### src/rtl/cbf_pkg.sv
// Shared types for the cubic Bezier curve flattener.
// Holds the sequencer state encoding and the divider status bundle.
// No dependencies; used by cbf_div and cubic_bezier_curve_flattener.
`timescale 1ns / 1ps
`default_nettype none

package cbf_pkg;

  typedef enum logic [5:0] {
    S_IDLE = 6'b000001,
    S_DEN  = 6'b000010,
    S_COEF = 6'b000100,
    S_ACC  = 6'b001000,
    S_DIV  = 6'b010000,
    S_OUT  = 6'b100000
  } state_t;

  typedef struct packed {
    logic busy;
    logic done;
    logic ovf;
  } div_stat_t;

  localparam logic [5:0] SEG_COUNT_RESET = 6'd32;

endpackage

`default_nettype wire

### src/rtl/cbf_mul.sv
// Shared registered multiplier: unsigned coefficient times signed operand.
// One product per cycle, registered: available in the cycle after the operands.
// No dependencies.
`timescale 1ns / 1ps
`default_nettype none

module cbf_mul #(
  parameter int AW = 18,
  parameter int BW = 16
) (
  input  wire logic                 clk,
  input  wire logic [AW-1:0]        a,
  input  wire logic signed [BW-1:0] b,
  output logic signed [AW+BW:0]     prod
);

  always_ff @(posedge clk) begin
    prod <= $signed({1'b0, a}) * b;
  end

endmodule

`default_nettype wire

### src/rtl/cbf_div.sv
// Restoring divider, one quotient bit per cycle, with overflow detection.
// Quotient has QB bits; ovf flags a quotient that would not fit.
// Depends on cbf_pkg for the status bundle.
`timescale 1ns / 1ps
`default_nettype none

module cbf_div #(
  parameter int DW = 35,
  parameter int VW = 18,
  parameter int QB = 15
) (
  input  wire logic          clk,
  input  wire logic          rst,
  input  wire logic          start,
  input  wire logic [DW-1:0] dividend,
  input  wire logic [VW-1:0] divisor,
  output logic [QB-1:0]      quot,
  output cbf_pkg::div_stat_t stat
);

  localparam int CNTW = $clog2(QB + 1);

  logic [DW-1:0]   rem;
  logic [DW-1:0]   dsh;
  logic [CNTW-1:0] cnt;
  logic            busy;
  logic            done;
  logic            ovf;
  logic            ge;

  assign ge = rem >= dsh;

  always_ff @(posedge clk) begin
    if (rst) begin
      busy <= 1'b0;
      done <= 1'b0;
      cnt  <= '0;
    end else begin
      done <= 1'b0;
      if (start) begin
        busy <= 1'b1;
        cnt  <= CNTW'(QB);
      end else if (busy) begin
        cnt <= cnt - CNTW'(1);
        if (cnt == CNTW'(1)) begin
          busy <= 1'b0;
          done <= 1'b1;
        end
      end
    end
  end

  always_ff @(posedge clk) begin
    if (start) begin
      rem  <= dividend;
      dsh  <= DW'(divisor) << (QB - 1);
      quot <= '0;
      ovf  <= dividend >= (DW'(divisor) << QB);
    end else if (busy) begin
      if (ge) begin
        rem <= rem - dsh;
      end
      quot <= QB'({quot, ge});
      dsh  <= dsh >> 1;
    end
  end

  assign stat.busy = busy;
  assign stat.done = done;
  assign stat.ovf  = ovf;

endmodule

`default_nettype wire

### src/rtl/cubic_bezier_curve_flattener.sv
// Top level of the cubic Bezier curve flattener: sequencer and datapath registers.
// Instantiates cbf_mul (shared multiplier) and cbf_div (iterative divider).
// Depends on cbf_pkg.
//
//   channel  | direction | handshake                    | payload
//   s_axis   | in        | s_axis_tvalid/s_axis_tready  | s_axis_tdata: 8 control coordinates
//   m_axis   | out       | m_axis_tvalid/m_axis_tready  | m_axis_tdata, m_axis_tlast
//   cfg      | in        | cfg_valid/cfg_ready          | cfg_data: segment count
//
// Each point needs six coefficient multiplies, four multiply-accumulates per axis, and a
// COORD_BITS-1 step division per axis, all through the one multiplier and one divider.
// Reset returns the sequencer to idle and the segment count to 32; no clearing pass.
// A stalled output holds the finished point while the next point is computed.
`timescale 1ns / 1ps
`default_nettype none

module cubic_bezier_curve_flattener #(
  parameter int MAX_SEGMENTS = 63,
  parameter int COORD_BITS   = 16
) (
  input  wire logic                        clk,
  input  wire logic                        rst,
  input  wire logic                        s_axis_tvalid,
  output logic                             s_axis_tready,
  // start_x, start_y, ctrl1_x, ctrl1_y, ctrl2_x, ctrl2_y, end_x, end_y
  input  wire logic [8*COORD_BITS-1:0]     s_axis_tdata,
  output logic                             m_axis_tvalid,
  input  wire logic                        m_axis_tready,
  // point_x, point_y, zero fill
  output logic [((2*COORD_BITS+7)/8)*8-1:0] m_axis_tdata,
  output logic                             m_axis_tlast,
  input  wire logic                        cfg_valid,
  output logic                             cfg_ready,
  input  wire logic [5:0]                  cfg_data
);

  localparam int IW  = $clog2(MAX_SEGMENTS + 1);
  localparam int CW  = 3 * IW;
  localparam int PW  = CW + COORD_BITS + 1;
  localparam int QB  = COORD_BITS - 1;
  localparam int ODW = ((2 * COORD_BITS + 7) / 8) * 8;
  localparam logic [QB-1:0]         ONE_Q = QB'(1) << (COORD_BITS - 2);
  localparam logic [COORD_BITS-1:0] ONE_C = COORD_BITS'(1) << (COORD_BITS - 2);

  cbf_pkg::state_t    state;
  cbf_pkg::div_stat_t div_stat;

  logic [5:0]                   seg_count;
  logic [2:0]                   op;
  logic                         axis;
  logic [IW-1:0]                step;
  logic [IW-1:0]                n_seg;
  logic [IW-1:0]                n_clamped;
  logic [IW-1:0]                u_val;
  logic [COORD_BITS-1:0]        held [8];
  logic [CW-1:0]                coef [4];
  logic [CW-1:0]                den;
  logic [CW-1:0]                usq;
  logic [CW-1:0]                isq;
  logic [CW-1:0]                triple;
  logic signed [PW-1:0]         acc;
  logic [PW-1:0]                acc_mag;
  logic [PW-1:0]                dividend;
  logic                         neg;
  logic [QB-1:0]                div_quot;
  logic                         over;
  logic [COORD_BITS-1:0]        res_mag;
  logic [COORD_BITS-1:0]        res_val;
  logic [COORD_BITS-1:0]        px;
  logic [COORD_BITS-1:0]        py;
  logic [COORD_BITS-1:0]        out_x;
  logic [COORD_BITS-1:0]        out_y;
  logic [CW-1:0]                mul_a;
  logic signed [COORD_BITS-1:0] mul_b;
  logic signed [PW-1:0]         prod;
  logic                         accept;
  logic                         out_free;
  logic                         out_load;
  logic                         is_last;
  logic                         div_start;

  assign s_axis_tready = (state == cbf_pkg::S_IDLE);
  assign cfg_ready     = 1'b1;
  assign accept        = s_axis_tvalid & s_axis_tready;
  assign out_free      = ~m_axis_tvalid | m_axis_tready;
  assign out_load      = (state == cbf_pkg::S_OUT) & out_free;
  assign is_last       = (step == n_seg);
  assign div_start     = (state == cbf_pkg::S_ACC) & (op == 3'd5);
  assign u_val         = n_seg - step;
  assign triple        = prod[CW-1:0] + {prod[CW-2:0], 1'b0};
  assign acc_mag       = acc[PW-1] ? PW'(-acc) : PW'(acc);
  assign dividend      = acc_mag + PW'(den >> 1);
  assign over          = div_stat.ovf | (div_quot > ONE_Q);
  assign res_mag       = over ? ONE_C : COORD_BITS'(div_quot);
  assign res_val       = neg ? (~res_mag + COORD_BITS'(1)) : res_mag;
  assign m_axis_tdata  = ODW'({out_y, out_x});

  always_comb begin
    if (seg_count == 6'd0) begin
      n_clamped = IW'(1);
    end else if (seg_count > 6'(MAX_SEGMENTS)) begin
      n_clamped = IW'(MAX_SEGMENTS);
    end else begin
      n_clamped = IW'(seg_count);
    end
  end

  always_comb begin
    mul_a = '0;
    mul_b = '0;
    unique case (state)
      cbf_pkg::S_DEN: begin
        if (op == 3'd0) begin
          mul_a = CW'(n_seg);
          mul_b = COORD_BITS'(n_seg);
        end else if (op == 3'd1) begin
          mul_a = prod[CW-1:0];
          mul_b = COORD_BITS'(n_seg);
        end
      end
      cbf_pkg::S_COEF: begin
        case (op)
          3'd0: begin
            mul_a = CW'(u_val);
            mul_b = COORD_BITS'(u_val);
          end
          3'd1: begin
            mul_a = CW'(step);
            mul_b = COORD_BITS'(step);
          end
          3'd2: begin
            mul_a = usq;
            mul_b = COORD_BITS'(u_val);
          end
          3'd3: begin
            mul_a = isq;
            mul_b = COORD_BITS'(step);
          end
          3'd4: begin
            mul_a = usq;
            mul_b = COORD_BITS'(step);
          end
          3'd5: begin
            mul_a = isq;
            mul_b = COORD_BITS'(u_val);
          end
          default: begin
            mul_a = '0;
            mul_b = '0;
          end
        endcase
      end
      cbf_pkg::S_ACC: begin
        if (op < 3'd4) begin
          mul_a = coef[op[1:0]];
          mul_b = held[{op[1:0], axis}];
        end
      end
      default: begin
        mul_a = '0;
        mul_b = '0;
      end
    endcase
  end

  always_ff @(posedge clk) begin
    if (rst) begin
      state         <= cbf_pkg::S_IDLE;
      op            <= '0;
      axis          <= 1'b0;
      step          <= '0;
      m_axis_tvalid <= 1'b0;
      seg_count     <= cbf_pkg::SEG_COUNT_RESET;
    end else begin
      if (cfg_valid & cfg_ready) begin
        seg_count <= cfg_data;
      end
      if (out_load) begin
        m_axis_tvalid <= 1'b1;
      end else if (m_axis_tready) begin
        m_axis_tvalid <= 1'b0;
      end
      unique case (state)
        cbf_pkg::S_IDLE: begin
          if (accept) begin
            state <= cbf_pkg::S_DEN;
            op    <= '0;
            step  <= '0;
          end
        end
        cbf_pkg::S_DEN: begin
          if (op == 3'd2) begin
            state <= cbf_pkg::S_COEF;
            op    <= '0;
          end else begin
            op <= op + 3'd1;
          end
        end
        cbf_pkg::S_COEF: begin
          if (op == 3'd6) begin
            state <= cbf_pkg::S_ACC;
            op    <= '0;
            axis  <= 1'b0;
          end else begin
            op <= op + 3'd1;
          end
        end
        cbf_pkg::S_ACC: begin
          if (op == 3'd5) begin
            state <= cbf_pkg::S_DIV;
            op    <= '0;
          end else begin
            op <= op + 3'd1;
          end
        end
        cbf_pkg::S_DIV: begin
          if (div_stat.done) begin
            if (!axis) begin
              axis  <= 1'b1;
              state <= cbf_pkg::S_ACC;
            end else begin
              state <= cbf_pkg::S_OUT;
            end
          end
        end
        cbf_pkg::S_OUT: begin
          if (out_free) begin
            op <= '0;
            if (is_last) begin
              state <= cbf_pkg::S_IDLE;
              step  <= '0;
            end else begin
              state <= cbf_pkg::S_COEF;
              step  <= step + IW'(1);
            end
          end
        end
        default: begin
          state <= cbf_pkg::S_IDLE;
        end
      endcase
    end
  end

  always_ff @(posedge clk) begin
    if (accept) begin
      for (int k = 0; k < 8; k++) begin
        held[k] <= s_axis_tdata[k*COORD_BITS +: COORD_BITS];
      end
      n_seg <= n_clamped;
    end
    if (state == cbf_pkg::S_DEN && op == 3'd2) begin
      den <= prod[CW-1:0];
    end
    if (state == cbf_pkg::S_COEF) begin
      case (op)
        3'd1: usq <= prod[CW-1:0];
        3'd2: isq <= prod[CW-1:0];
        3'd3: coef[0] <= prod[CW-1:0];
        3'd4: coef[3] <= prod[CW-1:0];
        3'd5: coef[1] <= triple;
        3'd6: coef[2] <= triple;
        default: ;
      endcase
    end
    if (state == cbf_pkg::S_ACC) begin
      if (op == 3'd1) begin
        acc <= prod;
      end else if (op == 3'd2 || op == 3'd3 || op == 3'd4) begin
        acc <= acc + prod;
      end
    end
    if (div_start) begin
      neg <= acc[PW-1];
    end
    if (state == cbf_pkg::S_DIV && div_stat.done) begin
      if (!axis) begin
        px <= res_val;
      end else begin
        py <= res_val;
      end
    end
    if (out_load) begin
      out_x        <= px;
      out_y        <= py;
      m_axis_tlast <= is_last;
    end
  end

  cbf_mul #(
    .AW(CW),
    .BW(COORD_BITS)
  ) u_mul (
    .clk (clk),
    .a   (mul_a),
    .b   (mul_b),
    .prod(prod)
  );

  cbf_div #(
    .DW(PW),
    .VW(CW),
    .QB(QB)
  ) u_div (
    .clk     (clk),
    .rst     (rst),
    .start   (div_start),
    .dividend(dividend),
    .divisor (den),
    .quot    (div_quot),
    .stat    (div_stat)
  );

  a_div_start_idle: assert property (@(posedge clk) disable iff (rst)
    div_start |-> !div_stat.busy)
    else $error("Division started while the divider is busy.");

  a_done_in_div: assert property (@(posedge clk) disable iff (rst)
    div_stat.done |-> (state == cbf_pkg::S_DIV))
    else $error("Divider finished outside the division state.");

  a_step_bound: assert property (@(posedge clk) disable iff (rst)
    (state != cbf_pkg::S_IDLE && state != cbf_pkg::S_DEN) |-> (step <= n_seg))
    else $error("Point counter ran past the segment count.");

  a_last_to_idle: assert property (@(posedge clk) disable iff (rst)
    (out_load && is_last) |=> (state == cbf_pkg::S_IDLE && m_axis_tlast))
    else $error("Final point did not return the sequencer to idle.");

  a_den_nonzero: assert property (@(posedge clk) disable iff (rst)
    (state == cbf_pkg::S_ACC) |-> (den != '0))
    else $error("Divisor is zero during accumulation.");

endmodule

`default_nettype wire
### config.mk
export PLATFORM = sky130hd
export DESIGN_NAME = cubic_bezier_curve_flattener
export DESIGN_NICKNAME = d
export VERILOG_FILES = /design/src/rtl/cbf_pkg.sv /design/src/rtl/cbf_mul.sv /design/src/rtl/cbf_div.sv /design/src/rtl/cubic_bezier_curve_flattener.sv
export SDC_FILE = /design/constraint.sdc
export NUM_CORES = 2
export LEC_CHECK = 0
export ABC_CLOCK_PERIOD_IN_PS = 15540
export BUFFER_PORTS_ARGS = -buffer_cell sky130_fd_sc_hd__buf_2
export CAP_MARGIN = 20
export CORE_UTILIZATION = 28
export DETAILED_ROUTE_END_ITERATION = 12
export SYNTH_ARGS = -nofsm -noshare
export SYNTH_HDL_FRONTEND = slang
export SYNTH_SLANG_ARGS = --single-unit
### constraint.sdc
create_clock -name clk -period 15.54 [get_ports clk]
set_clock_uncertainty 0.1 [all_clocks]
set_input_delay 0.777 -clock clk [delete_from_list [all_inputs] [get_ports clk]]
set_output_delay 0.777 -clock clk [all_outputs]
set_load 0.02 [all_outputs]
Yosys cells after proc, flatten, opt, wreduce, memory -nomap -nowiden. Memory sizes are Yosys's and may differ from the RTL's. A register that Yosys moved wholly into a read port is not among the register bits. Index checks and enable logic that the tools add are counted.

Memories: 2. Output and inout port bits: 36. Bits in writable memories: 200. Flip-flop bits (word level): 308. Logic and storage cells: 182. Input port bits: 139.

$mul: 1. Muxes and demuxes: 76. Order comparisons: 5. Bitwise logic cells: 9. Reduce and logical (&&, ||, !) cells: 32. Equal/unequal tests: 20. $add $sub $neg: 10.

Memory list: held (depth 8, width 16, rd ports 1, clocked after memory_dff 0, wr ports 8, RTL line cubic_bezier_curve_flattener.sv:55) `logic [COORD_BITS-1:0] held [8];`; coef (depth 4, width 18, rd ports 1, clocked after memory_dff 1, wr ports 1, RTL line cubic_bezier_curve_flattener.sv:56) `logic [CW-1:0] coef [4];`.

Operators with widths (number): 35-bit 2-to-1 mux (6); 18-bit 2-to-1 mux (6); 6-bit 2-to-1 mux (13); 18-bit case mux with 4 select lines (1); 32-bit 2-to-1 mux (2); 18-bit case mux with 3 select lines (1); 18-bit OR reduction (3); 16-bit case mux with 3 select lines (1); 6-bit case mux with 6 select lines (1); 35-bit by 17-bit adder with 35-bit output (1); 35-bit adder (1); 35-bit by 32-bit >= comparator with 1-bit output (1); 35-bit by 33-bit >= comparator with 1-bit output (1); 19-bit by 16-bit multiplier with 35-bit output (1); 35-bit negation (1); 35-bit by 32-bit subtractor with 35-bit output (1); 16-bit 2-to-1 mux (2); 1-bit 2-to-1 mux (25); 6-bit case mux with 2 select lines (2); 18-bit adder (1); 3-bit 2-to-1 mux (6); 16-bit by 1-bit adder with 16-bit output (second input constant) (1); 15-bit NOT with 16-bit output (1); 15-bit > comparator (second input constant) (1); 38 further kinds (73).

Depth between registers and ports, before layout.
Word-level depth: 8. Gate-level depth with buffers: 37. Gate-level depth less buffers: 35.

Modules after synthesis. From an unflattened synthesis, not the netlist that was laid out.

Cells, all modules: 3395. Area, all modules: 36279.8 µm².

Modules (own cells, without submodules): cubic_bezier_curve_flattener (seq. area each 11340.9 µm², area an instance 19776.5 µm², cells an instance 1548, times used 1); cbf_mul (seq. area each 700.7 µm², area an instance 10600.2 µm², cells an instance 1190, times used 1); cbf_div (seq. area each 2322.2 µm², area an instance 5903.2 µm², cells an instance 657, times used 1).

Worst setup path before layout. Ideal clock, no wire load.

Kind: register to register. Start point: reg op[0]. End point: reg u_mul.prod[34]. Arrival: 8518 ps. Path buffers: 5. Stages on the path, launching flop included: 33. Period minus slack after synthesis: 8691 ps. Data required time: 15368 ps. Path slack: 6849 ps. Setup time: 72 ps. Cells stage by stage: dfxtp_1 -> clkbuf_1 -> buf_1 -> clkbuf_1 -> buf_1 -> and2_1 -> ha_1 -> o21bai_1 -> a22o_1 -> a221oi_1 -> clkbuf_1 -> nor2_1 -> fa_1 -> inv_1 -> fa_1 -> fa_1 -> inv_1 -> fa_1 -> fa_1 -> inv_1 -> fa_1 -> inv_1 -> ha_1 -> and3_1 -> a221oi_1 -> nand2_1 -> a21oi_1 -> nor4_1 -> o31ai_1 -> o21ai_0 -> a221o_1 -> a21oi_1 -> xnor2_1.

Longest elaborated chain between the ends: 5. Elaborated cells between the ends (all ways): 23. Classes of those cells: mul (1); order compare (1); eq/ne (5); mux (10); reduce/logical (5); memory (1).

Ends and longest elaborated chain: start: declaration (RTL line cubic_bezier_curve_flattener.sv:49) `logic [2:0] op;`; start signal: assignment (RTL line cubic_bezier_curve_flattener.sv:196) `op <= op + 3'd1;`; start signal: assignment (RTL line cubic_bezier_curve_flattener.sv:205) `op <= op + 3'd1;`; start signal: assignment (RTL line cubic_bezier_curve_flattener.sv:213) `op <= op + 3'd1;`; 3-bit == test, or another cell as far along (RTL line cubic_bezier_curve_flattener.sv:122) `case (op)`; 2-bit OR reduction (no source line), or another cell as far along; 18-bit case mux with 4 select lines, or another cell as far along (RTL line cubic_bezier_curve_flattener.sv:122); 18-bit case mux with 3 select lines or 16-bit case mux with 3 select lines (tied branches) (RTL line cubic_bezier_curve_flattener.sv:111) `unique case (state)`; 19-bit by 16-bit multiplier with 35-bit output (*) (RTL line cbf_mul.sv:18) `prod <= $signed({1'b0, a}) * b;`; end signal: assignment (RTL line cbf_mul.sv:18); end: declaration (RTL line cbf_mul.sv:14) `output logic signed [AW+BW:0] prod`.

Mark *: on every way between the ends. The rest lies on a longest branch, timed or not. A chain may end at the register's enable or synchronous reset.

Worst setup path in the final report.
Start point: reg op[2]. End point: reg u_mul.prod[34].

The elaborated chain is that of the path after synthesis.

==> reports/summary.txt <==
ANT nets after route = 0
Register area = 14,400 sq um
Startpoint types = flip-flop
# IOs = 175
Hold buffers post-CTS = 0
WP data arrival = 9.81 ns
RSZ-0062 raised after global routing = false
Sw Ratio = 26.8%
Count of final setup violators = 0
DRC viols = 0
Commonest non-fill, non-tap cell in the layout = edfxtp_1
Vias = 25.1k
Worst min path class = primary input to flip-flop
Fraction of layout cells with a size suffix above 1 = 13.0%
GRT met3 Usage = 1.75%
CP endpoint kind = flip-flop
Mapped Area = 35,800 sq um
CTS clk-pin slew, worst paths = 0.07 ns
Synth Register Bits = 510
CTS tree = built
Crit Path Class = flip-flop to flip-flop
Final Max Slew Viols = 0
Die boundary width = 360 microns
Combinational share of power = 14.7%
WL final = 88,500 microns
Sequential Power Share = 47.3%
Core Util, Final = 32.2%
Buffers on Ports = 173
WP data required = 15.96 ns
Number of gates resized after CTS = 0
CTS Sinks = 510
Drt pass-1 iters = 7
Most frequent cells in the layout = 415 x edfxtp_1, 389 x inv_1, 350 x nor2_1
VDD IR max = 0.0992 mV
HPWL Detailed = 66,700 microns
Mapped Cells = 3,345
Status = finished, final reports clean
Post CTS Setup Buffer Count = 0
TNS Setup = 0 ns
FILL cells = 12.8k
First-pass GRT wire length = 141,000 microns
Initial Util = 28.4%
Met1 GRT Util = 18.4%
Sequential area share after synthesis = 40.1%
Final hold violations = 0
Clock buffer depth = 3
Dominant synthesized flop cell = edfxtp_1
Syn. warnings = 0
Vias per inst = 4.84
Yosys top cell area share = 34.8%
Slew headroom = 28.2%
Gr usage total = 13.6%
Max Clk Rate = 106 MHz
Gr busiest metal = met2
P_int = 2620 uW
Period utilization = 60.4%
Flop-to-flop setup slack = 6.15 ns
CTS root buf = clkbuf_16
Post-synth top area cell = edfxtp_1
Crit path max fanout = 25
Yosys cell types = 84
Met2 global-route usage = 22.7%
P_sw = 959 uW
Gpl congestion = 0.873
Worst-Margin Slew = 1.07 ns
Die area = 129,000 sq um
CTS H-Tree Depth = 2
Largest cells by area after synthesis = edfxtp_1 35%, fa_1 13%, ha_1 8.9%, dfxtp_1 5.3%, inv_1 4.1%
Core Area = 126,000 sq um
Initial antenna violation count = 1
Largest net degree at the start of global routing = 79
Cts bufs inserted = 53
Final net count = 4,117
Syn_nets = 3,965
Initial DRC count = 1,811
FP Rows = 130
Tmin final = 9.39 ns
Area Growth Syn to Fin = 13.4%
Avg Cell Area, Syn = 10.7 sq um
Post-synth ARST share = 0%
Multi-input logic area = 19,500 sq um
Congestion Overflow GR = 0
Worst skew pair latency = 0.62 ns
Routed wire per std cell = 17.0 microns
Die Height = 360 microns
Max-Cap Viols = 0
Clk pwr share = 38.0%
Vias in the first global route = 25.5k
Pleak = 0.0159 uW
Cell Pwr Density = 88.2 nW/um^2
Post-synth EDFFs = 415
## synthesized netlist by cell type (all sizes together), types with 57 or more instances
cell type	number
edfxtp	415
inv	391
nor2	353
ha	254
fa	227
nand2	193
a21oi	177
o21ai	141
xnor2	121
clkbuf	100
dfxtp	95
nand2b	86
nand3	67
mux2i	65
xor2	61
nor3	57
## stage by stage
stage | total power [uW] | setup slack (ns) | area [sq um] | std cells | hold slack, ns
2_1_floorplan | 2070 | 6.85 | 35800 | 3345 | 0.300
3_3_place_gp | 2240 | 6.41 | 38700 | 5089 | 0.304
3_5_place_dp | 2250 | 6.26 | 38700 | 5091 | 0.305
4_1_cts | 3620 | 6.18 | 40600 | 5191 | 0.190
5_1_grt | 3730 | 5.44 | 40600 | 5193 | 0.198
6_report | 3580 | 6.15 | 40600 | 5193 | 0.232
## worst max-delay path, stage by stage, from the launching register on
cell,delay (ns)
dfxtp_1,0.96
clkinv_1,0.46
ha_1,0.34
o21bai_1,0.27
a22o_1,0.32
a222oi_1,0.30
buf_4,0.32
inv_1,0.18
nand2_1,0.11
fa_1,0.48
fa_1,0.56
inv_1,0.05
fa_1,0.47
fa_1,0.50
fa_1,0.52
inv_1,0.06
fa_1,0.47
inv_1,0.04
ha_1,0.34
a211o_1,0.33
o41ai_1,0.47
nor4_1,0.15
o31ai_1,0.53
o21ai_0,0.28
a221o_1,0.34
a21oi_1,0.19
xnor2_1,0.13
## power by group through the flow
stage | Combinational [uW] | Sequential (uW) | Clock [uW]
floorplan | 359 | 1710 | 0
global placement | 522 | 1720 | 0
detailed placement | 524 | 1720 | 0
CTS | 528 | 1690 | 1400
global route | 576 | 1700 | 1450
finish | 526 | 1690 | 1360
## layer usage
| layer | vias up | wire length (microns) |
|---|---|---|
| li1 | 12000 | - |
| met1 | 12500 | 40600 |
| met2 | 588 | 41500 |
| met3 | 125 | 4040 |
| met4 | 0 | 2360 |
| met5 | - | 0 |
## logic make-up after synthesis
| kind of cell | Yosys count | synth area share (%) |
|---|---|---|
| multiplexers | 135 | 5.51 |
| buffers and inverters | 522 | 5.53 |
| adder cells (fa/ha/maj) | 481 | 21.6 |
| AO/OA/AOI/OAI | 568 | 10.1 |
| flip-flops | 510 | 40.1 |
| other | 1 | 0.0105 |
| AND/OR/NAND/NOR | 946 | 12.7 |
| XOR/XNOR | 182 | 4.48 |
## cell type report
type,count,area share (%)
Multi-Input combinational cell,2313,48.1
Sequential cell,510,35.4
Tap cell,1650,5.08
Inverter,392,3.63
Clock buffer,64,3.54
Timing Repair Buffer,227,3.19
Clock inverter,36,1.08
Antenna cell,1,0.00616
## registers in the layout, summed over array words and instances (netlist names), 15 cells and up, named ones only
register	count
u_div.dsh	32
py	16
px	16
acc	35
u_div.rem	35
u_div.quot	15
out_y	16
usq	18
held	128
coef	72
u_mul.prod	35
out_x	16
isq	18
den	18
## path summary, 6_finish.rpt
kind	from	to	depth (start not counted)
setup / recovery	op[2]$_SDFFE_PP0P_	u_mul.prod[34]$_DFF_P_	26
hold / removal	s_axis_tdata[110]	held[6][14]$_DFFE_PP_	1
setup reg to reg	op[2]$_SDFFE_PP0P_	u_mul.prod[34]$_DFF_P_	26
hold reg to reg	py[1]$_DFFE_PP_	out_y[1]$_DFFE_PP_	0
No activity file was read; power rests on OpenSTA's default activity.
